`config.mk`:
```
export PLATFORM = sky130hd
export DESIGN_NAME = mch_cordic_stage
export DESIGN_NICKNAME = d
export VERILOG_FILES = /design/src/mch_pkg.sv /design/src/mch_cordic_stage.sv
export SDC_FILE = /design/constraint.sdc
export NUM_CORES = 1
export LEC_CHECK = 0
export BUFFER_PORTS_ARGS = -buffer_cell sky130_fd_sc_hd__buf_2
export CORE_MARGIN = 2
export CORE_UTILIZATION = 56
export CTS_CLUSTER_DIAMETER = 150
export CTS_CLUSTER_SIZE = 25
export DETAILED_ROUTE_END_ITERATION = 8
export GPL_ROUTABILITY_DRIVEN = 1
export PLACE_DENSITY = 0.87
export SYNTH_ARGS = -nofsm -noshare
export SYNTH_HDL_FRONTEND = slang
export SYNTH_SLANG_ARGS = --single-unit
```
`constraint.sdc`:
```
create_clock -name clk -period 6.4 [get_ports clk]
set_clock_uncertainty 0.15 [all_clocks]
set_input_delay 0.96 -clock clk [delete_from_list [all_inputs] [get_ports clk]]
set_output_delay 0.96 -clock clk [all_outputs]
set_load 0.01 [all_outputs]
```
`src/mch_pkg.sv`:
```
`timescale 1ns / 1ps
`default_nettype none

package mch_pkg;

	// CORDIC depth: default and the table length that bounds it
	localparam int unsigned ANGLE_ITER_DEFAULT = 16;
	localparam int unsigned ANGLE_ITER_MAX     = 24;

	localparam int unsigned RAW_W     = 16;
	localparam int unsigned OFF_W     = 17;
	localparam int unsigned SCALE_W   = 16;
	localparam int unsigned DIFF_W    = 18;
	localparam int unsigned PROD_W    = 34;
	localparam int unsigned VEC_W     = 53;
	localparam int unsigned ANG_W     = 32;
	localparam int unsigned HEAD_W    = 15;
	localparam int unsigned FRAC_BITS = 15;
	localparam int unsigned ANGLE_FRAC = 16;
	localparam int unsigned HEAD_WIDE_W = ANG_W - ANGLE_FRAC;

	localparam int unsigned CFG_IDX_W  = 3;
	localparam int unsigned CFG_DATA_W = 17;

	// register indexes
	localparam logic [CFG_IDX_W-1:0] REG_OFFSET_X = 3'd0;
	localparam logic [CFG_IDX_W-1:0] REG_OFFSET_Y = 3'd1;
	localparam logic [CFG_IDX_W-1:0] REG_OFFSET_Z = 3'd2;
	localparam logic [CFG_IDX_W-1:0] REG_SCALE_X  = 3'd3;
	localparam logic [CFG_IDX_W-1:0] REG_SCALE_Y  = 3'd4;
	localparam logic [CFG_IDX_W-1:0] REG_SCALE_Z  = 3'd5;

	localparam logic signed [OFF_W-1:0] OFFSET_X_RESET = -17'sd2120;
	localparam logic signed [OFF_W-1:0] OFFSET_Y_RESET = 17'sd401;
	localparam logic signed [OFF_W-1:0] OFFSET_Z_RESET = 17'sd3837;
	localparam logic [SCALE_W-1:0]      SCALE_X_RESET  = 16'd18956;
	localparam logic [SCALE_W-1:0]      SCALE_Y_RESET  = 16'd18292;
	localparam logic [SCALE_W-1:0]      SCALE_Z_RESET  = 16'd13213;

	// angles in units of 2^-22 degree
	localparam logic signed [ANG_W-1:0] HALF_TURN = 32'sd754974720;
	localparam logic signed [ANG_W-1:0] FULL_TURN = 32'sd1509949440;
	localparam logic [HEAD_WIDE_W-1:0]  HEADING_FULL = 16'd23040;

	typedef struct packed {
		logic signed [OFF_W-1:0] off_x;
		logic signed [OFF_W-1:0] off_y;
		logic signed [OFF_W-1:0] off_z;
		logic [SCALE_W-1:0]      scale_x;
		logic [SCALE_W-1:0]      scale_y;
		logic [SCALE_W-1:0]      scale_z;
	} cfg_t;

	// vector under rotation plus the calibrated axes riding alongside
	typedef struct packed {
		logic signed [VEC_W-1:0] x;
		logic signed [VEC_W-1:0] y;
		logic signed [ANG_W-1:0] z;
		logic                    zero;
		logic signed [RAW_W-1:0] cal_x;
		logic signed [RAW_W-1:0] cal_y;
		logic signed [RAW_W-1:0] cal_z;
	} vec_t;

	// atan(2^-idx), 2^-22 degree units
	function automatic logic signed [ANG_W-1:0] atan_angle(input int unsigned idx);
		logic signed [ANG_W-1:0] a;
		unique case (idx)
			0:  a = 32'sd188743680;
			1:  a = 32'sd111421900;
			2:  a = 32'sd58872272;
			3:  a = 32'sd29884485;
			4:  a = 32'sd15000234;
			5:  a = 32'sd7507429;
			6:  a = 32'sd3754631;
			7:  a = 32'sd1877430;
			8:  a = 32'sd938729;
			9:  a = 32'sd469366;
			10: a = 32'sd234683;
			11: a = 32'sd117342;
			12: a = 32'sd58671;
			13: a = 32'sd29335;
			14: a = 32'sd14668;
			15: a = 32'sd7334;
			16: a = 32'sd3667;
			17: a = 32'sd1833;
			18: a = 32'sd917;
			19: a = 32'sd458;
			20: a = 32'sd229;
			21: a = 32'sd115;
			22: a = 32'sd57;
			23: a = 32'sd29;
			default: a = '0;
		endcase
		return a;
	endfunction

endpackage

`default_nettype wire

```
`src/mch_cordic_stage.sv`:
```
`timescale 1ns / 1ps
`default_nettype none

module mch_cordic_stage import mch_pkg::*; #(
	parameter int unsigned STAGE_IDX = 0
) (
	input  wire logic clk,
	input  wire logic arst_n,
	input  wire logic in_valid,
	output logic      in_ready,
	input  wire vec_t in_vec,
	output logic      out_valid,
	input  wire logic out_ready,
	output vec_t      out_vec
);

	localparam logic signed [ANG_W-1:0] STEP_ANGLE = atan_angle(STAGE_IDX);

	logic v_s1;
	vec_t vec_s1;
	vec_t vec_next;

	assign in_ready = !v_s1 || out_ready;

	// one micro-rotation towards y = 0; arithmetic shift is a floor shift
	always_comb begin
		logic signed [VEC_W-1:0] sx;
		logic signed [VEC_W-1:0] sy;
		sx       = $signed(in_vec.x) >>> STAGE_IDX;
		sy       = $signed(in_vec.y) >>> STAGE_IDX;
		vec_next = in_vec;
		if (!in_vec.y[VEC_W-1]) begin
			vec_next.x = $signed(in_vec.x) + sy;
			vec_next.y = $signed(in_vec.y) - sx;
			vec_next.z = $signed(in_vec.z) + STEP_ANGLE;
		end else begin
			vec_next.x = $signed(in_vec.x) - sy;
			vec_next.y = $signed(in_vec.y) + sx;
			vec_next.z = $signed(in_vec.z) - STEP_ANGLE;
		end
	end

	always_ff @(posedge clk or negedge arst_n) begin
		if (!arst_n) begin
			v_s1 <= 1'b0;
		end else if (in_ready) begin
			v_s1 <= in_valid;
		end
	end

	always_ff @(posedge clk) begin
		if (in_ready && in_valid) begin
			vec_s1 <= vec_next;
		end
	end

	assign out_valid = v_s1;
	assign out_vec   = vec_s1;

endmodule

`default_nettype wire

```
======== After elaboration in Yosys (flattened, before gate mapping) ========
Cells that the tools add are included.
W data, S select, Z words.
operators by class
  add/subtract/negate cells ............... 5
  muxes and demuxes ....................... 1
  reduce and logical (&&, ||, !) cells .... 3
operator list
  operator                  count
  $mux W138                 1
  $sub A53 B53 Y53          2
  $add A53 B53 Y53          1
  $add A32 B29 Y32 const B  1
  $sub A32 B29 Y32 const B  1
  $logic_and A1 B1 Y1       1
  $logic_not A1 Y1          1
  $logic_or A1 B1 Y1        1
storage, ports and cells
  bits in registers ....................... 188
  input bits .............................. 191
  output and inout port bits .............. 189
  logic and storage cells ................. 17

======== Longest topological paths before layout ========
  depth in word-level cells ............... 3
  gate-level depth with buffers ........... 13
  mapped depth without buffers ............ 13

======== Least setup slack after synthesis ========
OpenSTA, ideal clock, no wires.
  path kind ............................... input-to-reg
  start ................................... in out_ready
  end ..................................... reg vec_s1 (netlist bit out_vec[0]) (enable)
  setup time .............................. 0.570 ns
  arrival ................................. 5.425 ns
  required time ........................... 5.680 ns
  path slack .............................. 0.256 ns
  cell stages on the path ................. 2
  buffers on the path ..................... 0
  cell sequence ........................... nand2b_1 and2_1
between the ends
  cells in the longest elaborated chain, start to end .. 2
RTL lines
  element               RTL line                RTL
  start, declared       mch_cordic_stage.sv:13  input wire logic out_ready,
  $logic_or A1 B1 Y1    mch_cordic_stage.sv:23  assign in_ready = !v_s1 || out_ready;
  $logic_and A1 B1 Y1   mch_cordic_stage.sv:52  if (in_ready && in_valid) begin
  end signal, assigned  mch_cordic_stage.sv:53  vec_s1 <= vec_next;
  end, declared         mch_cordic_stage.sv:20  vec_t vec_s1;
Every way passes these cells.
A chain may end at the register's enable or synchronous reset.

==> metrics.md <==
| Metric | Value |
|---|---|
| Status | `finished clean` |
| Worst hold slack | `between 100 and 150 ps` |
| Post-Synth XOR/XNOR Area | `0.0609` |
| Multi-input gate area | `0.00931 sq mm` |
| Proportion of synthesized area in mux cells | `0.0121` |
| First-pass GRT wire length | `~85000 um` |
| Synth Register Bits | `between 150 and 200` |
| Final Setup Violations | `0` |
| Nets@finish | `2469` |
| Vias in the first global route | `around 15000` |
| Largest net degree at the start of global routing | `around 130` |
| Sequential Area | `between 0.005 and 0.006 sq mm` |
| R2R setup slack | `4020 ps` |
| Gr ovfl total | `0` |
| Skew-Pair Late Insertion Delay | `approximately 470 ps` |
| I/O Pins | `380` |
| Synth cell types | `around 80` |
| Cell Rows | `61` |
| PnR worst setup slack | `1780 ps` |
| GR Util All Layers | `0.376` |
| Total power | `4.02 mW` |
| RR Startpoint | `out_valid` |
| Post-synthesis adder-cell area fraction | `0.147` |
| Syn-to-layout area delta | `17.3%` |
| Final core utilization | `0.668` |
| RSZ-0062 raised after global routing | `false` |
| TritonCTS clock tree | `done` |
| Vias | `between 15000 and 20000` |
| Horiz. Die Dim | `about 170 um` |
| Hpwl dp | `around 45000 um` |
| Commonest cells after routing, fill and taps aside | `buf_2, a21oi_1, edfxtp_1` |
| Clock-pin slew on the worst setup and hold paths | `about 80 ps` |
| Period utilization | `0.722` |
| Initial core utilization | `0.570` |
| Htree depth | `4` |
| Relative max-transition margin | `0.317` |
| CP required | `between 6000 and 7000 ps` |
| CTS resizes | `0` |
| Die area | `slightly below 0.03 sq mm` |
| Achievable Freq | `~220 MHz` |
| Final Non-Filler Cells | `around 2500` |
| Post-CTS Setup Repair Bufs | `0` |
| Post-synth EDFFs | `186` |
| Post-Synth Simple-Gate Area | `0.123` |
| Post-Syn Instances | `roughly 1800` |
| Syn nets | `~2100` |
| Setup TNS | `0 ps` |
| Number of buffers created by CTS | `17` |
| Pleak | `between 8 and 9 nW` |
| Slowest stage delay, CP | `around 610 ps` |
| Arrival time at the worst endpoint | `roughly 4700 ps` |
| Worst vdd ir | `0.183 mV` |
| ANT nets after route | `0` |
| Initial antenna violation count | `3` |
| Sequential share of the synthesized area | `0.354` |
| Hold WC Path Type | `primary input to asynchronous set/reset pin` |
| Post-synth ARST share | `0.00535` |
| CP Cell Sequence | `buf_2, inv_1, ha_1, or4_4, a2111oi_4, o211ai_1, nand3_1, a311o_1, a31o_2, a21boi_1, o21ai_0, xnor2_1` |
| DP Area | `between 0.015 and 0.02 sq mm` |
| RePlAce Congestion | `slightly below 1` |
| Slowest-stage cell, CP | `or4_4` |
| DRT Pass-1 Iters | `7` |
| Yosys warns | `0` |
| Avg Synthesized Cell Area | `8.99 sq um` |
| Max Cap Viol | `0` |
| Dpl cells | `~2500` |
| Die height | `172 um` |
| Drt initial violations | `2032` |
| Commonest non-fill, non-tap cell in the layout | `buf_2` |
| Port Buffer Count | `around 380` |
| Final WL | `57000 um` |
| Clock tree buffer depth | `2` |
| Max Slew Vio Count | `0` |
| Via/cell ratio | `~6.3` |
| Synth Area in Compound Gates | `0.244` |
| Min Tclk post-route | `roughly 4600 ps` |
| CTS Root Cell | `clkbuf_16` |
| CP Launch Type | `primary input` |
| Crit path kind | `primary input to flip-flop` |
| Wire length per cell | `around 23 um` |
| Area leader, netlist | `edfxtp_1` |
| Synth top area cells | `edfxtp_1, ha_1, a21oi_1, xnor2_1, o21ai_0` |
| Share of layout cells above drive strength 1 | `0.210` |
| Worst Max-Slew Pin Slew | `slightly above 1000 ps` |
| Post-Syn Area | `approximately 0.016 sq mm` |
| Crit Reg-Reg Endpoint | `out_vec[167]` |
| Crit Path Max Fanout | `15` |
| Finished Cell Area | `between 0.015 and 0.02 sq mm` |
| Core area | `about 0.028 sq mm` |
| Worst-case reg-to-reg path depth | `3` |
| Main combinational cell family by area after synthesis | `compound AO/OA/AOI/OAI gates` |
| Hold_buf cts | `0` |
| PD cells | `217 mW/mm^2` |
| Clock sink count | `187` |
| DRC Markers | `0` |
| Most common flop cell mapped by yosys | `edfxtp_1` |
| Crit end category | `flip-flop` |
| Place WS | `~1400 ps` |
| Endpoints failing hold | `0` |
| Filler cells | `about 2300` |
| Top cell type's share of synthesized area | `0.353` |
where the power goes:
group / internal (mW) / switching (mW) / leakage [nW] / total (mW)
sequential: 1.52 / 0.0332 / 1.78 / 1.55
clock: 0.522 / 0.541 / 0.288 / 1.06
combinational: 0.498 / 0.909 / 6.16 / 1.41
total: 2.54 / 1.48 / 8.23 / 4.02
registers in the layout (all words and copies together) (netlist names):
register	count
out_valid	1
out_vec	186
final cells by class:
type,count,area share
clock inverters,14,0.00822
diodes,4,0.000539
well taps,378,0.0255
multi-input cells,1334,0.501
inverters,171,0.0346
clock buffers,18,0.0231
flip-flops and latches,187,0.302
repair buffers,383,0.105
worst max-delay path, delay by kind of cell:
| family | cells | cell delay (ps) |
|---|---|---|
| AO/OA/AOI/OAI | 6 | 2030 |
| buffers and inverters | 2 | 140 |
| adder cells (fa/ha/maj) | 1 | 490 |
| AND/OR/NAND/NOR | 2 | 840 |
| XOR/XNOR | 1 | 170 |
routing by layer:
| layer | vias to the layer above | GRT usage | routed length, um |
|---|---|---|---|
| met5 | - | 0 | 0 |
| met4 | 0 | 0.207 | 3220 |
| met3 | 212 | 0.0787 | 5910 |
| met2 | 1051 | 0.601 | 25600 |
| met1 | 7371 | 0.478 | 22300 |
| li1 | 7039 | - | - |
synth_stat cells, types with 7 or more instances:
cell and instances:
nand3_1 36, o31a_1 7, nand2b_1 10, o21bai_1 56
ha_1 180, o21a_1 11, buf_1 10, nand4_1 25
xnor2_1 102, a211o_1 8, a31oi_1 22, a21oi_1 221
or3_1 12, inv_1 162, nor2b_1 20, a211oi_1 10
clkinv_1 9, nor3_1 32, or2_2 7, o2111ai_1 7
a21o_1 40, o21ai_0 132, xor2_1 8, clkbuf_1 54
nand2_1 97, o211ai_1 10, nor2_1 117, nor4_1 14
and2_1 12, edfxtp_1 186, o31ai_1 24, mux2i_1 18
how the worst max path moves through the flow:
stage / depth (start not counted) / to / start
after floorplan: 2 / out_vec[0] / out_ready
after global placement: 13 / out_vec[131] / in_vec[96]
after detailed placement: 13 / out_vec[131] / in_vec[96]
after CTS: 13 / out_vec[131] / in_vec[96]
after global routing: 13 / out_vec[131] / in_vec[96]
final: 12 / out_vec[124] / in_vec[90]
cell families after synthesis:
family	Yosys count
simple gates	405
buf+inv	241
flops	187
xor+xnor	110
mux	19
compound gates	616
fa+ha+maj	184
No activity file was read; power rests on OpenSTA's default activity.
