<file path="src/mch_pkg.sv">
`timescale 1ns / 1ps
`default_nettype none

package mch_pkg;

	// CORDIC depth: default and the table length that bounds it
	localparam int unsigned ANGLE_ITER_DEFAULT = 16;
	localparam int unsigned ANGLE_ITER_MAX     = 24;

	localparam int unsigned RAW_W     = 16;
	localparam int unsigned OFF_W     = 17;
	localparam int unsigned SCALE_W   = 16;
	localparam int unsigned DIFF_W    = 18;
	localparam int unsigned PROD_W    = 34;
	localparam int unsigned VEC_W     = 53;
	localparam int unsigned ANG_W     = 32;
	localparam int unsigned HEAD_W    = 15;
	localparam int unsigned FRAC_BITS = 15;
	localparam int unsigned ANGLE_FRAC = 16;
	localparam int unsigned HEAD_WIDE_W = ANG_W - ANGLE_FRAC;

	localparam int unsigned CFG_IDX_W  = 3;
	localparam int unsigned CFG_DATA_W = 17;

	// register indexes
	localparam logic [CFG_IDX_W-1:0] REG_OFFSET_X = 3'd0;
	localparam logic [CFG_IDX_W-1:0] REG_OFFSET_Y = 3'd1;
	localparam logic [CFG_IDX_W-1:0] REG_OFFSET_Z = 3'd2;
	localparam logic [CFG_IDX_W-1:0] REG_SCALE_X  = 3'd3;
	localparam logic [CFG_IDX_W-1:0] REG_SCALE_Y  = 3'd4;
	localparam logic [CFG_IDX_W-1:0] REG_SCALE_Z  = 3'd5;

	localparam logic signed [OFF_W-1:0] OFFSET_X_RESET = -17'sd2120;
	localparam logic signed [OFF_W-1:0] OFFSET_Y_RESET = 17'sd401;
	localparam logic signed [OFF_W-1:0] OFFSET_Z_RESET = 17'sd3837;
	localparam logic [SCALE_W-1:0]      SCALE_X_RESET  = 16'd18956;
	localparam logic [SCALE_W-1:0]      SCALE_Y_RESET  = 16'd18292;
	localparam logic [SCALE_W-1:0]      SCALE_Z_RESET  = 16'd13213;

	// angles in units of 2^-22 degree
	localparam logic signed [ANG_W-1:0] HALF_TURN = 32'sd754974720;
	localparam logic signed [ANG_W-1:0] FULL_TURN = 32'sd1509949440;
	localparam logic [HEAD_WIDE_W-1:0]  HEADING_FULL = 16'd23040;

	typedef struct packed {
		logic signed [OFF_W-1:0] off_x;
		logic signed [OFF_W-1:0] off_y;
		logic signed [OFF_W-1:0] off_z;
		logic [SCALE_W-1:0]      scale_x;
		logic [SCALE_W-1:0]      scale_y;
		logic [SCALE_W-1:0]      scale_z;
	} cfg_t;

	// vector under rotation plus the calibrated axes riding alongside
	typedef struct packed {
		logic signed [VEC_W-1:0] x;
		logic signed [VEC_W-1:0] y;
		logic signed [ANG_W-1:0] z;
		logic                    zero;
		logic signed [RAW_W-1:0] cal_x;
		logic signed [RAW_W-1:0] cal_y;
		logic signed [RAW_W-1:0] cal_z;
	} vec_t;

	// atan(2^-idx), 2^-22 degree units
	function automatic logic signed [ANG_W-1:0] atan_angle(input int unsigned idx);
		logic signed [ANG_W-1:0] a;
		unique case (idx)
			0:  a = 32'sd188743680;
			1:  a = 32'sd111421900;
			2:  a = 32'sd58872272;
			3:  a = 32'sd29884485;
			4:  a = 32'sd15000234;
			5:  a = 32'sd7507429;
			6:  a = 32'sd3754631;
			7:  a = 32'sd1877430;
			8:  a = 32'sd938729;
			9:  a = 32'sd469366;
			10: a = 32'sd234683;
			11: a = 32'sd117342;
			12: a = 32'sd58671;
			13: a = 32'sd29335;
			14: a = 32'sd14668;
			15: a = 32'sd7334;
			16: a = 32'sd3667;
			17: a = 32'sd1833;
			18: a = 32'sd917;
			19: a = 32'sd458;
			20: a = 32'sd229;
			21: a = 32'sd115;
			22: a = 32'sd57;
			23: a = 32'sd29;
			default: a = '0;
		endcase
		return a;
	endfunction

endpackage

`default_nettype wire

</file>
<file path="src/mch_heading.sv">
`timescale 1ns / 1ps
`default_nettype none

module mch_heading import mch_pkg::*; (
	input  wire logic               clk,
	input  wire logic               arst_n,
	input  wire logic               in_valid,
	output logic                    in_ready,
	input  wire vec_t               in_vec,
	output logic                    out_valid,
	input  wire logic               out_ready,
	output logic signed [RAW_W-1:0] cal_x,
	output logic signed [RAW_W-1:0] cal_y,
	output logic signed [RAW_W-1:0] cal_z,
	output logic [HEAD_W-1:0]       heading
);

	localparam logic signed [ANG_W-1:0] HEAD_ROUND = ANG_W'(1) << (ANGLE_FRAC - 1);

	logic                     v_s1;
	logic signed [RAW_W-1:0]  cal_x_s1, cal_y_s1, cal_z_s1;
	logic [HEAD_W-1:0]        heading_s1;
	logic [HEAD_W-1:0]        heading_next;

	assign in_ready = !v_s1 || out_ready;

	// wrap into one turn, round to 1/64 degree, fold a full turn back to zero; a zero vector gives 0
	always_comb begin
		logic signed [ANG_W-1:0]  z_wrap;
		logic signed [ANG_W-1:0]  z_round;
		logic [HEAD_WIDE_W-1:0]   h_wide;
		logic [HEAD_WIDE_W-1:0]   h_fold;
		z_wrap  = in_vec.z[ANG_W-1] ? ($signed(in_vec.z) + FULL_TURN) : $signed(in_vec.z);
		z_round = z_wrap + HEAD_ROUND;
		h_wide  = z_round[ANG_W-1:ANGLE_FRAC];
		h_fold  = (h_wide >= HEADING_FULL) ? (h_wide - HEADING_FULL) : h_wide;
		heading_next = in_vec.zero ? '0 : h_fold[HEAD_W-1:0];
	end

	always_ff @(posedge clk or negedge arst_n) begin
		if (!arst_n) begin
			v_s1 <= 1'b0;
		end else if (in_ready) begin
			v_s1 <= in_valid;
		end
	end

	always_ff @(posedge clk) begin
		if (in_ready && in_valid) begin
			cal_x_s1   <= in_vec.cal_x;
			cal_y_s1   <= in_vec.cal_y;
			cal_z_s1   <= in_vec.cal_z;
			heading_s1 <= heading_next;
		end
	end

	assign out_valid = v_s1;
	assign cal_x     = cal_x_s1;
	assign cal_y     = cal_y_s1;
	assign cal_z     = cal_z_s1;
	assign heading   = heading_s1;

endmodule

`default_nettype wire

</file>
<file path="config.mk">
export PLATFORM = sky130hd
export DESIGN_NAME = mch_heading
export DESIGN_NICKNAME = d
export VERILOG_FILES = /design/src/mch_pkg.sv /design/src/mch_heading.sv
export SDC_FILE = /design/constraint.sdc
export NUM_CORES = 1
export LEC_CHECK = 0
export BUFFER_PORTS_ARGS = -buffer_cell sky130_fd_sc_hd__buf_2
export CAP_MARGIN = 10
export CORE_AREA = 2 2 99 101
export CTS_BUF_LIST = sky130_fd_sc_hd__clkbuf_4
export CTS_CLUSTER_SIZE = 10
export DETAILED_ROUTE_END_ITERATION = 8
export DIE_AREA = 0 0 101 103
export PLACE_DENSITY = 0.65
export SETUP_SLACK_MARGIN = 0.2
export SYNTH_ARGS = -nofsm -noshare
export SYNTH_HDL_FRONTEND = slang
export SYNTH_SLANG_ARGS = --single-unit
</file>
<file path="constraint.sdc">
create_clock -name clk -period 6.91 [get_ports clk]
set_input_delay 0.691 -clock clk [delete_from_list [all_inputs] [get_ports clk]]
set_output_delay 0.691 -clock clk [all_outputs]
set_load 0.01 [all_outputs]
</file>
* After elaboration in Yosys (flattened, before gate mapping) *
Index checks and enable logic that the tools add are counted.

cells by class
  add/sub/neg operators = 3
  $mul = 0
  div/mod/pow operators = 0
  order comparisons = 1
  eq/ne operators = 0
  shifts and indexed selects = 0
  multiplexer cells = 2
  bitwise logic cells = 0
  reductions and logical operators = 3

operators with widths
  operator                count
  $add 32x17->32 const B  1
  $add 32x32->32 const B  1
  $mux 32                 1
  $ge 16x15->1 const B    1
  $mux 15                 1
  $sub 15x15->15 const B  1
  $logic_and 1x1->1       1
  $logic_not 1->1         1
  $logic_or 1x1->1        1

storage, ports and cells
  register bits after elaboration = 64
  latch bits = 0
  memory bits (writable) = 0
  ROM bits = 0
  input bits = 191
  memories kept = 0

* Depth between registers and ports, before layout *
  word-level depth = 5
  gate-level depth with buffers = 8
  gate-level depth less buffers = 8

* Least setup slack after synthesis *
Ideal clock, no wire load.

  path type = input to register
  start point = input in_vec[74] (netlist name)
  end point = register heading_s1[13], in the netlist heading[13], data pin
  setup time = 0.262 ns
  arrival = 2.632 ns
  data required time = 6.648 ns
  setup slack = 4.015 ns
  cell stages on the path = 8
  path buffers = 0
  path through = ha_1 -> nand3b_2 -> a2111oi_4 -> o21ai_2 -> a2111oi_0 -> a221oi_1 -> o22ai_1 -> mux2_1

between the ends
  cells in the longest elaborated chain, start to end = 5
  elaborated cells between the ends (all ways) = 6

RTL lines
  what                                            line               RTL
  start: declaration                              mch_heading.sv:9   input wire vec_t in_vec,
  $add 32x32->32                                  mch_heading.sv:33  z_wrap = in_vec.z[ANG_W-1] ? ($signed(in_vec.z) + FULL_TURN) : $signed(in_vec.z);
  $mux 32 (*)                                     mch_heading.sv:33
  $add 32x17->32 (*)                              mch_heading.sv:34  z_round = z_wrap + HEAD_ROUND;
  $sub 15x15->15 or $ge 16x15->1 (tied branches)  mch_heading.sv:36  h_fold = (h_wide >= HEADING_FULL) ? (h_wide - HEADING_FULL) : h_wide;
  $mux 15 (*)                                     mch_heading.sv:36
  end signal: assignment                          mch_heading.sv:53  heading_s1 <= heading_next;
  end: declaration                                mch_heading.sv:22  logic [HEAD_W-1:0] heading_s1;

Every way passes the cells marked *; elsewhere a longest branch is shown, timed or not.
A chain may end at the register's enable or synchronous reset.

* Final worst setup path *
Same ends and word-level chain as after synthesis.

==> impl_metrics.py <==
metrics = {
    "cts": {
        "clock_sinks": 64,
        "cts_buffer_depth": 2,
        "clkTransAtPathRegs_ns": 0.11,
        "clock_latency_ns": 0.40,
        "post_cts_buffers": 0,
        "cts_hold_buf": 0,
        "ctsResizeCount": 0,
        "cts_inserted_buffers": 9,
        "cts_root_buffer": "clkbuf_4",
        "cts_max_level": 3,
        "cts_tree": "yes",
    },
    "final_layout": {
        "final.fill_count": 884,
        "syn2layout_area_growth_pct": 32.6,
        "instances_no_fill": 452,
        "layout.nets": 527,
        "fin_area_sq_um": 3790,
        "multi_input_area_sq_um": 875,
        "final_core_util_pct": 40.1,
        "n_antenna_cell": 0,
        "drive_gt1_share_pct": 48.5,
        "final-seq-area_sq_um": 1920,
    },
    "global_route": {
        "grt_use_met2_pct": 19.7,
        "met3_usage_pct": 4.47,
        "antenna_found_initial": 2,
        "grt_remaining_overflow": 0,
        "grt_max_degree": 64,
        "grt.busiest_layer": "met2",
        "grt_pass1_vias": 1874,
        "grt_pass1_wl_mm": 9.54,
        "grtUsageTotal_pct": 12.4,
        "use_met1_pct": 14.9,
    },
    "synth": {
        "synth_cell_types": 53,
        "ys_warn_count": 0,
        "synth_area_leaders": "edfxtp_1 66%, xnor2_1 4.0%, nor2_1 1.7%",
        "postSynthNetCount": 386,
        "ys_seq_area_share_pct": 67.0,
        "yosys_register_bits": 64,
        "synthTopCellsByCount": "63 x edfxtp_1, 13 x nor2_1, 13 x xnor2_1",
        "yosysMostFrequentCell": "edfxtp_1",
        "synth_top_area_share_pct": 66.2,
        "syn_avg_cell_area_sq_um": 14.9,
        "synth_edf_count": 63,
        "synthCells": 192,
        "synth_top_flop_cell": "edfxtp_1",
        "async_reset_ff_share_pct": 1.56,
        "yosysTopAreaCell": "edfxtp_1",
        "syn_area_sq_um": 2860,
    },
    "timing": {
        "worst_slew_pin_slew_ns": 0.766,
        "fin_crit_sh_pct": 44.4,
        "rsz0062_at_grt": "no",
        "tns_ns": 0,
        "max_freq_ghz": 0.326,
        "finalMaxSlewViolations": 0,
        "fin_worst_skew_ns": 0.0122,
        "min_period_ns": 3.07,
        "hold_viol_final": 0,
        "final-setup-viol-count": 0,
        "slew_headroom_pct": 48.5,
    },
    "place": {
        "dp_hpwl_mm": 5.28,
        "io_buffer_count": 134,
        "globalplace.congestion": 0.752,
        "dp_cells": 435,
        "place_area_sq_um": 3630,
    },
    "worst_setup_path": {
        "r2r-start": "out_valid",
        "reg2regPathDepth": 3,
        "crit_fanout": 11,
        "arrival_ns": 3.23,
        "r2r_end": "cal_y[3]",
        "cp-startpoint": "in_vec[74]",
        "r2r_slack_ns": 5.27,
        "end_kind": "register",
        "required_ns": 7.07,
        "worst-setup-path-type": "in -> reg",
        "startpoint_type": "primary input",
    },
    "outcome": {
        "status": "finished, final reports clean",
    },
    "detailed_routing": {
        "wire_per_inst_um": 14.9,
        "dr.pass1.iters": 4,
        "ant_nets": 0,
        "drc": 0,
        "postRouteWirelength_mm": 6.73,
        "route.vias.total": 2126,
        "viasPerCell": 4.70,
        "drt_iter0_drc": 113,
    },
    "run": {
        "drv_cap": 0,
    },
    "power_and_ir_drop": {
        "peakVddDrop_mv": 0.0691,
        "powerDensity_nw_per_um2": 220,
        "p_leak_nw": 1.52,
    },
    "floorplan": {
        "die_w_um": 101,
        "die_area_sq_um": 10400,
        "rows": 36,
        "io_pins": 256,
        "die_h_um": 103,
        "start_util_pct": 30.2,
        "fp.coreArea_sq_um": 9460,
    },
    "min_path": {
        "hold_end": "cal_y[13]",
        "min_from": "in_vec[29]",
        "hold_depth": 1,
        "min_path_type": "in -> reg",
    },
}
registers in the layout, summed over array words and instances (netlist names):
signal     flops
cal_y         16
cal_x         16
cal_z         16
heading       15
out_valid      1
cell usage in the layout (no fill, tap or decap), types with 3 or more instances in the layout:
master / count
xor2_1: 4
a21oi_1: 4
nand2b_1: 6
buf_2: 134
inv_1: 6
edfxtp_1: 63
nand2_1: 5
nor2_1: 13
o31ai_1: 3
clkbuf_4: 10
xnor2_1: 13
clkinvlp_4: 3
nor2b_1: 3
nand3b_1: 3
nor4_1: 5
nand3_1: 5
ha_1: 3
nor3_1: 8
layout make-up:
type / instances / area share (%)
inverters: 6 / 0.594
well taps: 114 / 3.76
flip-flops and latches: 64 / 50.6
repair buffers: 136 / 18.2
clock buffers: 10 / 1.98
clock inverters: 6 / 1.85
multi-input cells: 116 / 23.1
metal layers:
metal	vias up	wire [um]
li1	1017	-
met1	982	2830
met2	109	3040
met3	14	737
met4	4	97
met5	-	27
worst max path at each step:
stage | end | slack, ns | cells past startpoint
after floorplan | heading[13] | 4.02 | 8
after global placement | heading[13] | 3.55 | 9
after detailed placement | heading[13] | 3.46 | 9
after CTS | heading[13] | 3.90 | 9
after global routing | heading[13] | 3.75 | 9
final | heading[13] | 3.84 | 9
per-stage QoR:
stage	total power, mW	hold WS, ns	setup slack [ns]
after floorplan	0.539	0.395	4.02
after global placement	0.593	0.466	3.55
after detailed placement	0.596	0.471	3.46
after CTS	0.845	0.0129	3.90
after global routing	0.876	0.414	3.75
final	0.834	0.452	3.84
where the power goes:
part	leakage, nW	internal [mW]	switching, mW	total, mW
logic	0.839	0.0526	0.0742	0.127
clock network	0.0688	0.115	0.133	0.248
registers	0.615	0.454	0.00493	0.459
worst max-delay path, stage by stage:
cell and delay [ns]:
buf_2 0.17, ha_1 0.39, nand3b_2 0.12, a2111oi_4 0.42, o21ai_2 0.16, a2111oi_0 0.54
a221oi_1 0.20, o22ai_1 0.20, mux2_1 0.34
kinds of logic (layout without fill, tap and decap cells):
| group | after synthesis | count (layout) | share of synthesized area, % |
|---|---|---|---|
| compound gates | 28 | 28 | 8.23 |
| flops | 64 | 64 | 67.0 |
| xor+xnor | 17 | 17 | 5.21 |
| mux | 3 | 3 | 1.09 |
| fa+ha+maj | 3 | 3 | 1.31 |
| buf+inv | 12 | 158 | 2.41 |
| simple gates | 65 | 65 | 14.7 |
Power figures use the tool's default switching activity.
