### config.mk
export PLATFORM = sky130hd
export DESIGN_NAME = mch_calib
export DESIGN_NICKNAME = d
export VERILOG_FILES = /design/src/mch_pkg.sv /design/src/mch_calib.sv
export SDC_FILE = /design/constraint.sdc
export NUM_CORES = 2
export LEC_CHECK = 0
export BUFFER_PORTS_ARGS = -buffer_cell sky130_fd_sc_hd__buf_2
export CORE_ASPECT_RATIO = 0.8
export CORE_MARGIN = 2
export CORE_UTILIZATION = 60
export DETAILED_ROUTE_END_ITERATION = 10
export PLACE_DENSITY = 0.79
export SLEW_MARGIN = 10
export SYNTH_ARGS = -nofsm -noshare
export SYNTH_HDL_FRONTEND = slang
export SYNTH_SLANG_ARGS = --single-unit
### constraint.sdc
create_clock -name clk -period 22 [get_ports clk]
set_clock_uncertainty 0.1 [all_clocks]
set_input_delay 5.5 -clock clk [delete_from_list [all_inputs] [get_ports clk]]
set_output_delay 5.5 -clock clk [all_outputs]
set_load 0.02 [all_outputs]
### src/mch_pkg.sv
`timescale 1ns / 1ps
`default_nettype none

package mch_pkg;

	// CORDIC depth: default and the table length that bounds it
	localparam int unsigned ANGLE_ITER_DEFAULT = 16;
	localparam int unsigned ANGLE_ITER_MAX     = 24;

	localparam int unsigned RAW_W     = 16;
	localparam int unsigned OFF_W     = 17;
	localparam int unsigned SCALE_W   = 16;
	localparam int unsigned DIFF_W    = 18;
	localparam int unsigned PROD_W    = 34;
	localparam int unsigned VEC_W     = 53;
	localparam int unsigned ANG_W     = 32;
	localparam int unsigned HEAD_W    = 15;
	localparam int unsigned FRAC_BITS = 15;
	localparam int unsigned ANGLE_FRAC = 16;
	localparam int unsigned HEAD_WIDE_W = ANG_W - ANGLE_FRAC;

	localparam int unsigned CFG_IDX_W  = 3;
	localparam int unsigned CFG_DATA_W = 17;

	// register indexes
	localparam logic [CFG_IDX_W-1:0] REG_OFFSET_X = 3'd0;
	localparam logic [CFG_IDX_W-1:0] REG_OFFSET_Y = 3'd1;
	localparam logic [CFG_IDX_W-1:0] REG_OFFSET_Z = 3'd2;
	localparam logic [CFG_IDX_W-1:0] REG_SCALE_X  = 3'd3;
	localparam logic [CFG_IDX_W-1:0] REG_SCALE_Y  = 3'd4;
	localparam logic [CFG_IDX_W-1:0] REG_SCALE_Z  = 3'd5;

	localparam logic signed [OFF_W-1:0] OFFSET_X_RESET = -17'sd2120;
	localparam logic signed [OFF_W-1:0] OFFSET_Y_RESET = 17'sd401;
	localparam logic signed [OFF_W-1:0] OFFSET_Z_RESET = 17'sd3837;
	localparam logic [SCALE_W-1:0]      SCALE_X_RESET  = 16'd18956;
	localparam logic [SCALE_W-1:0]      SCALE_Y_RESET  = 16'd18292;
	localparam logic [SCALE_W-1:0]      SCALE_Z_RESET  = 16'd13213;

	// angles in units of 2^-22 degree
	localparam logic signed [ANG_W-1:0] HALF_TURN = 32'sd754974720;
	localparam logic signed [ANG_W-1:0] FULL_TURN = 32'sd1509949440;
	localparam logic [HEAD_WIDE_W-1:0]  HEADING_FULL = 16'd23040;

	typedef struct packed {
		logic signed [OFF_W-1:0] off_x;
		logic signed [OFF_W-1:0] off_y;
		logic signed [OFF_W-1:0] off_z;
		logic [SCALE_W-1:0]      scale_x;
		logic [SCALE_W-1:0]      scale_y;
		logic [SCALE_W-1:0]      scale_z;
	} cfg_t;

	// vector under rotation plus the calibrated axes riding alongside
	typedef struct packed {
		logic signed [VEC_W-1:0] x;
		logic signed [VEC_W-1:0] y;
		logic signed [ANG_W-1:0] z;
		logic                    zero;
		logic signed [RAW_W-1:0] cal_x;
		logic signed [RAW_W-1:0] cal_y;
		logic signed [RAW_W-1:0] cal_z;
	} vec_t;

	// atan(2^-idx), 2^-22 degree units
	function automatic logic signed [ANG_W-1:0] atan_angle(input int unsigned idx);
		logic signed [ANG_W-1:0] a;
		unique case (idx)
			0:  a = 32'sd188743680;
			1:  a = 32'sd111421900;
			2:  a = 32'sd58872272;
			3:  a = 32'sd29884485;
			4:  a = 32'sd15000234;
			5:  a = 32'sd7507429;
			6:  a = 32'sd3754631;
			7:  a = 32'sd1877430;
			8:  a = 32'sd938729;
			9:  a = 32'sd469366;
			10: a = 32'sd234683;
			11: a = 32'sd117342;
			12: a = 32'sd58671;
			13: a = 32'sd29335;
			14: a = 32'sd14668;
			15: a = 32'sd7334;
			16: a = 32'sd3667;
			17: a = 32'sd1833;
			18: a = 32'sd917;
			19: a = 32'sd458;
			20: a = 32'sd229;
			21: a = 32'sd115;
			22: a = 32'sd57;
			23: a = 32'sd29;
			default: a = '0;
		endcase
		return a;
	endfunction

endpackage

`default_nettype wire

### src/mch_calib.sv
`timescale 1ns / 1ps
`default_nettype none

module mch_calib import mch_pkg::*; (
	input  wire logic                    clk,
	input  wire logic                    arst_n,
	input  wire cfg_t                    cfg,
	input  wire logic                    in_valid,
	output logic                         in_ready,
	input  wire logic signed [RAW_W-1:0] raw_x,
	input  wire logic signed [RAW_W-1:0] raw_y,
	input  wire logic signed [RAW_W-1:0] raw_z,
	output logic                         out_valid,
	input  wire logic                    out_ready,
	output vec_t                         out_vec
);

	localparam logic [PROD_W-1:0] ROUND_HALF = PROD_W'(1) << (FRAC_BITS - 1);
	localparam logic [PROD_W-1:0] MAG_POS    = PROD_W'((1 << (RAW_W - 1)) - 1);
	localparam logic [PROD_W-1:0] MAG_NEG    = PROD_W'(1 << (RAW_W - 1));

	logic                     v_s1, v_s2, v_s3;
	logic                     ready_s1, ready_s2, ready_s3;
	logic signed [DIFF_W-1:0] dx_s1, dy_s1, dz_s1;
	logic signed [PROD_W-1:0] px_s2, py_s2, pz_s2;
	vec_t                     vec_s3;
	vec_t                     vec_next;

	// round half away from zero, then clamp to 16 bits
	function automatic logic signed [RAW_W-1:0] round_sat(input logic signed [PROD_W-1:0] p);
		logic [PROD_W-1:0] mag;
		logic [PROD_W-1:0] r;
		logic [PROD_W-1:0] r_neg;
		logic signed [RAW_W-1:0] res;
		mag   = p[PROD_W-1] ? PROD_W'(-p) : PROD_W'(p);
		r     = (mag + ROUND_HALF) >> FRAC_BITS;
		r_neg = -r;
		if (!p[PROD_W-1]) begin
			res = (r > MAG_POS) ? RAW_W'(MAG_POS) : r[RAW_W-1:0];
		end else begin
			res = (r > MAG_NEG) ? RAW_W'(MAG_NEG) : r_neg[RAW_W-1:0];
		end
		return res;
	endfunction

	assign ready_s1 = !v_s1 || ready_s2;
	assign ready_s2 = !v_s2 || ready_s3;
	assign ready_s3 = !v_s3 || out_ready;
	assign in_ready = ready_s1;

	always_ff @(posedge clk or negedge arst_n) begin
		if (!arst_n) begin
			v_s1 <= 1'b0;
			v_s2 <= 1'b0;
			v_s3 <= 1'b0;
		end else begin
			if (ready_s1) v_s1 <= in_valid;
			if (ready_s2) v_s2 <= v_s1;
			if (ready_s3) v_s3 <= v_s2;
		end
	end

	// pre-rotation into the right half plane, zero vector flagged
	always_comb begin
		logic signed [VEC_W-1:0] x0;
		logic signed [VEC_W-1:0] y0;
		x0 = VEC_W'(px_s2) <<< ANGLE_FRAC;
		y0 = VEC_W'(py_s2) <<< ANGLE_FRAC;
		vec_next.zero  = (px_s2 == '0) && (py_s2 == '0);
		vec_next.cal_x = round_sat(px_s2);
		vec_next.cal_y = round_sat(py_s2);
		vec_next.cal_z = round_sat(pz_s2);
		if (px_s2[PROD_W-1]) begin
			vec_next.x = -x0;
			vec_next.y = -y0;
			vec_next.z = HALF_TURN;
		end else begin
			vec_next.x = x0;
			vec_next.y = y0;
			vec_next.z = '0;
		end
	end

	always_ff @(posedge clk) begin
		if (ready_s1 && in_valid) begin
			dx_s1 <= (DIFF_W'(raw_x) <<< 1) - DIFF_W'($signed(cfg.off_x));
			dy_s1 <= (DIFF_W'(raw_y) <<< 1) - DIFF_W'($signed(cfg.off_y));
			dz_s1 <= (DIFF_W'(raw_z) <<< 1) - DIFF_W'($signed(cfg.off_z));
		end
		if (ready_s2 && v_s1) begin
			px_s2 <= PROD_W'(dx_s1) * PROD_W'($signed({1'b0, cfg.scale_x}));
			py_s2 <= PROD_W'(dy_s1) * PROD_W'($signed({1'b0, cfg.scale_y}));
			pz_s2 <= PROD_W'(dz_s1) * PROD_W'($signed({1'b0, cfg.scale_z}));
		end
		if (ready_s3 && v_s2) begin
			vec_s3 <= vec_next;
		end
	end

	assign out_valid = v_s3;
	assign out_vec   = vec_s3;

endmodule

`default_nettype wire

# Word level (Yosys, flattened, before mapping)
# Cells that the tools add are included.
# totals
regBits	346
latch_bits	0
ramBits	0
romBits	0
in_bits	151
mem_count	0
# op_classes
n_addsub	14
mul	3
n_div	0
magnitude_cmp	6
n_eq_ne	0
shifts	0
mux	13
n_bitwise	0
n_reduce_logical	12
# ops
op	n
16-bit 2-to-1 mux	9
134-bit 2-to-1 mux	1
50-bit negation with 53-bit output	2
34-bit by 15-bit adder with 34-bit output (second input constant)	3
18-bit by 17-bit multiplier with 34-bit output	3
34-bit 2-to-1 mux	3
34-bit negation	3
34-bit logical NOT	2
19-bit by 15-bit > comparator with 1-bit output (second input constant)	3
19-bit by 16-bit > comparator with 1-bit output (second input constant)	3
17-bit by 17-bit subtractor with 18-bit output	3
16-bit negation	3
1-bit logical AND	4
1-bit logical NOT	3
1-bit logical OR	3

# Longest topological paths before layout
# depth
depth_word	6
ltp_mapped	26
ltp_nobuf	25

# Worst setup path before layout
# No wires, ideal clock.
# synth_timing
path_type	input to register
start	input port cfg[36] (netlist name)
end	register px_s2[33] (data pin)
setup_time_ns	0.260
t_arrival_ns	11.871
t_required_ns	21.640
slack_ns	9.769
cell_stages	24
n_path_buf	2
cell_sequence	clkbuf_1 clkbuf_1 nand2_1 fa_1 fa_1 fa_1 fa_1 inv_1 fa_1 inv_1 fa_1 inv_1 ha_1 a21o_1 a21o_1 a31o_2 o311ai_0 or3b_2 o22ai_1 o311ai_0 a21oi_1 o21bai_1 a21oi_1 xnor2_1
# synth_via
elab_chain_cells	1
# synth_rtl
item	line	rtl
start: declaration	mch_calib.sv:7	input wire cfg_t cfg,
18-bit by 17-bit multiplier with 34-bit output	mch_calib.sv:91	px_s2 <= PROD_W'(dx_s1) * PROD_W'($signed({1'b0, cfg.scale_x}));
end signal: assignment	mch_calib.sv:91	
end: declaration	mch_calib.sv:25	logic signed [PROD_W-1:0] px_s2, py_s2, pz_s2;
# Every way passes these cells.
# A chain may end at the register's enable or synchronous reset.

# Worst setup path after layout
# layout_timing
start	input port cfg[39] (netlist name)
end	register px_s2[33] (data pin)
# The elaborated chain is that of the path after synthesis.

==> results.toml <==
[global_route]
grt_pass1_wl_um = 195000
overflow = 0
grt_start_max_net_pins = 77
grt_pass1_vias = 37800
antenna_found_initial = 3
track_usage = 0.282

[final_layout]
fillers = 6634
drive_above_1_share = 0.0715
nets = 6853
syn_to_final_growth_pct = 5.95
register_area_um2 = 8480
multi_input_area_um2 = 36000

[critical_path]
cp.arrival_ns = 12.39
crit_path_start_kind = "input port"
crit_fanout = 18
r2r_slack_ns = 14.15
critical_path_required_ns = 22.21
reg2reg_from = "dx_s1[5]$_DFFE_PP_"
reg2reg_to = "px_s2[33]$_DFFE_PP_"
end_kind = "flip-flop"
max_stage_delay_ns = 0.56
crit_path_start = "cfg[39]"
rr_worst_depth = 23
path_class = "input port to flip-flop"
setup.worst_path.end = "px_s2[33]$_DFFE_PP_"
critical_path.cell_chain = "buf_2 -> and2_1 -> fa_1 -> inv_1 -> fa_1 -> fa_1 -> fa_1 -> inv_1 -> fa_1 -> inv_1 -> fa_1 -> inv_1 -> ha_1 -> a21o_1 -> a21o_1 -> a31o_2 -> o311ai_0 -> or3b_2 -> o22ai_1 -> o311ai_0 -> a21oi_1 -> o21bai_1 -> a21oi_1 -> xnor2_1"
cp_common_cell = "fa_1"
slowest_stage = "fa_1"

[synthesis]
synth_top_area_share = 0.347
synth_common_cells = "inv_1, fa_1, nand2_1"
synth.area.top_cells = "fa_1, edfxtp_1, inv_1"
synth.distinct_cells = 94
syn_area_per_cell_um2 = 9.28
syn_inst = 5392
synth_area_um2 = 50100
ys_seq_area_frac = 0.169
yosysMostFrequentCell = "inv_1"
ys.flop_type = "edfxtp_1"
ys_ff_latch = 283
ys_warn_count = 0
synth_edf_count = 280
synth_largest_area_cell = "fa_1"
synth-async-reset-ratio = 0.0106

[routing]
finalWirelength_um = 117000
via_count = 36600
viasPerCell = 5.51
post_drt_wl_per_cell_um = 17.7
drc = 0
drtIter0Drc = 2925
dr.pass1.iters = 7
drtAntennaViolNets = 0

[sta]
fin_setup_tns_ns = 0
worst_slew_pin_slew_ns = 1.08
min_period_ns = 12.18
finalSetupViolations = 0
finalCritPeriodShare = 0.553
max_freq_mhz = 82.1
drv_slew = 0
slew_headroom = 0.271
finalHoldViolCount = 0
rsz0062_at_grt = "false"

[floorplan]
core_area_um2 = 82400
die-area_um2 = 85800
num_rows = 94
start_util = 0.607
io-pin-count = 340
die_h_um = 262
fp.dieW_um = 327

[clock_network]
insertion_delay_ns = 0.57
cts.sinks = 283
cts_buffers = 34
hold_buffers = 0
cts_tree = "done"
cts.repair.resized = 0
cts-root-buf = "clkbuf_16"
path_clk_slew_ns = 0.06
cts_buffer_depth = 3
cts_setup_buffers = 0
htree_levels = 2

[outcome]
status = "complete, no violations"

[min_path]
min_path_type = "flip-flop to flip-flop"

[placed_design]
hpwl_um = 95100
globalplace.congestion = 0.906
port-buffer-count = 279

[job]
max-cap-violations = 0
==> critical path, delay by kind of cell <==
| family | cells | cell delay [ns] |
|---|---|---|
| and+or+nand+nor | 2 | 0.74 |
| adders and majority gates | 7 | 3.42 |
| AOI/OAI and AO/OA | 9 | 2.23 |
| xor gates and xnor gates | 1 | 0.08 |
| buffers and inverters | 5 | 0.41 |
==> layer usage <==
metal / vias to the layer above / global-route usage / wire length (um)
li1: 16900 / - / -
met1: 18100 / 0.404 / 50600
met2: 1471 / 0.433 / 52500
met3: 166 / 0.0675 / 11400
met4: 2 / 0.0729 / 2910
met5: - / 0 / 7
==> cells in the final DEF (no fill, tap or decap), types with 17 or more instances in the layout <==
master,netlist,layout
buf_2,2,279
a21boi_0,19,19
a21oi_1,111,111
o21a_1,21,21
inv_1,1228,1228
nor4_1,38,38
nor2_1,164,164
nor2b_1,28,28
nand3_1,73,73
and3_1,28,28
clkbuf_16,0,35
xor2_1,76,76
nand4_1,33,33
or3_1,18,18
nor3_1,69,69
o41ai_1,18,18
conb_1,1,63
a211oi_1,26,26
or2_2,19,19
edfxtp_1,280,280
a31oi_1,17,17
fa_1,867,867
o31ai_1,31,31
xnor2_1,217,217
nand2b_1,23,23
o21ai_0,96,96
nand2_1,628,628
and2_1,393,390
or4_1,27,27
ha_1,319,319
a21o_1,42,42
==> kinds of logic after synthesis <==
logic type,Yosys count,share of synthesized area
simple gates,1603,0.161
mux,15,0.00305
flops,283,0.169
compound gates,517,0.0707
fa+ha+maj,1186,0.426
buf+inv,1493,0.117
other cells,1,0.0000749
xor+xnor,294,0.0518
==> metrics by stage <==
stage                     hold WS (ns)   util  area (um^2)  cells  setup WS [ns]
after floorplan                  0.349      -        50300   5454           9.77
after global placement           0.374  0.630        51900   6584           9.47
after detailed placement         0.387  0.630        51900   6584           9.36
after CTS                        0.403  0.643        53000   6645           9.98
after global routing             0.432  0.643        53000   6646           9.49
final                            0.401  0.643        53000   6646           9.82
==> cell type report <==
cell class | count | share of cell area
multi-input combinational | 3678 | 0.678
inverter | 1228 | 0.0869
antenna | 1 | 0.0000472
clock buffer | 40 | 0.0169
sequential | 283 | 0.160
clock inverter | 21 | 0.00425
tap | 1104 | 0.0260
timing repair buffer | 291 | 0.0280
==> worst min path at each step <==
stage | from | endpoint | slack (ns) | cells after the start
after floorplan | v_s1$_DFFE_PN0N_ | v_s2$_DFFE_PN0P_ | 0.35 | 1
after global placement | v_s1$_DFFE_PN0N_ | v_s2$_DFFE_PN0P_ | 0.37 | 1
after detailed placement | v_s1$_DFFE_PN0N_ | v_s2$_DFFE_PN0P_ | 0.39 | 1
after CTS | v_s1$_DFFE_PN0N_ | v_s2$_DFFE_PN0P_ | 0.40 | 1
after global routing | v_s1$_DFFE_PN0N_ | v_s2$_DFFE_PN0P_ | 0.43 | 1
final | v_s1$_DFFE_PN0N_ | v_s2$_DFFE_PN0P_ | 0.40 | 1
==> sequential cells by signal, summed over array words and instances, names as in the netlist <==
signal     count
dy_s1         18
out_vec      124
v_s2           1
dx_s1         18
pz_s2         34
px_s2         34
dz_s1         18
v_s1           1
out_valid      1
py_s2         34
Power is not shown: default switching activity piles up to over one toggle a cycle in this logic, so the estimate is an artifact.
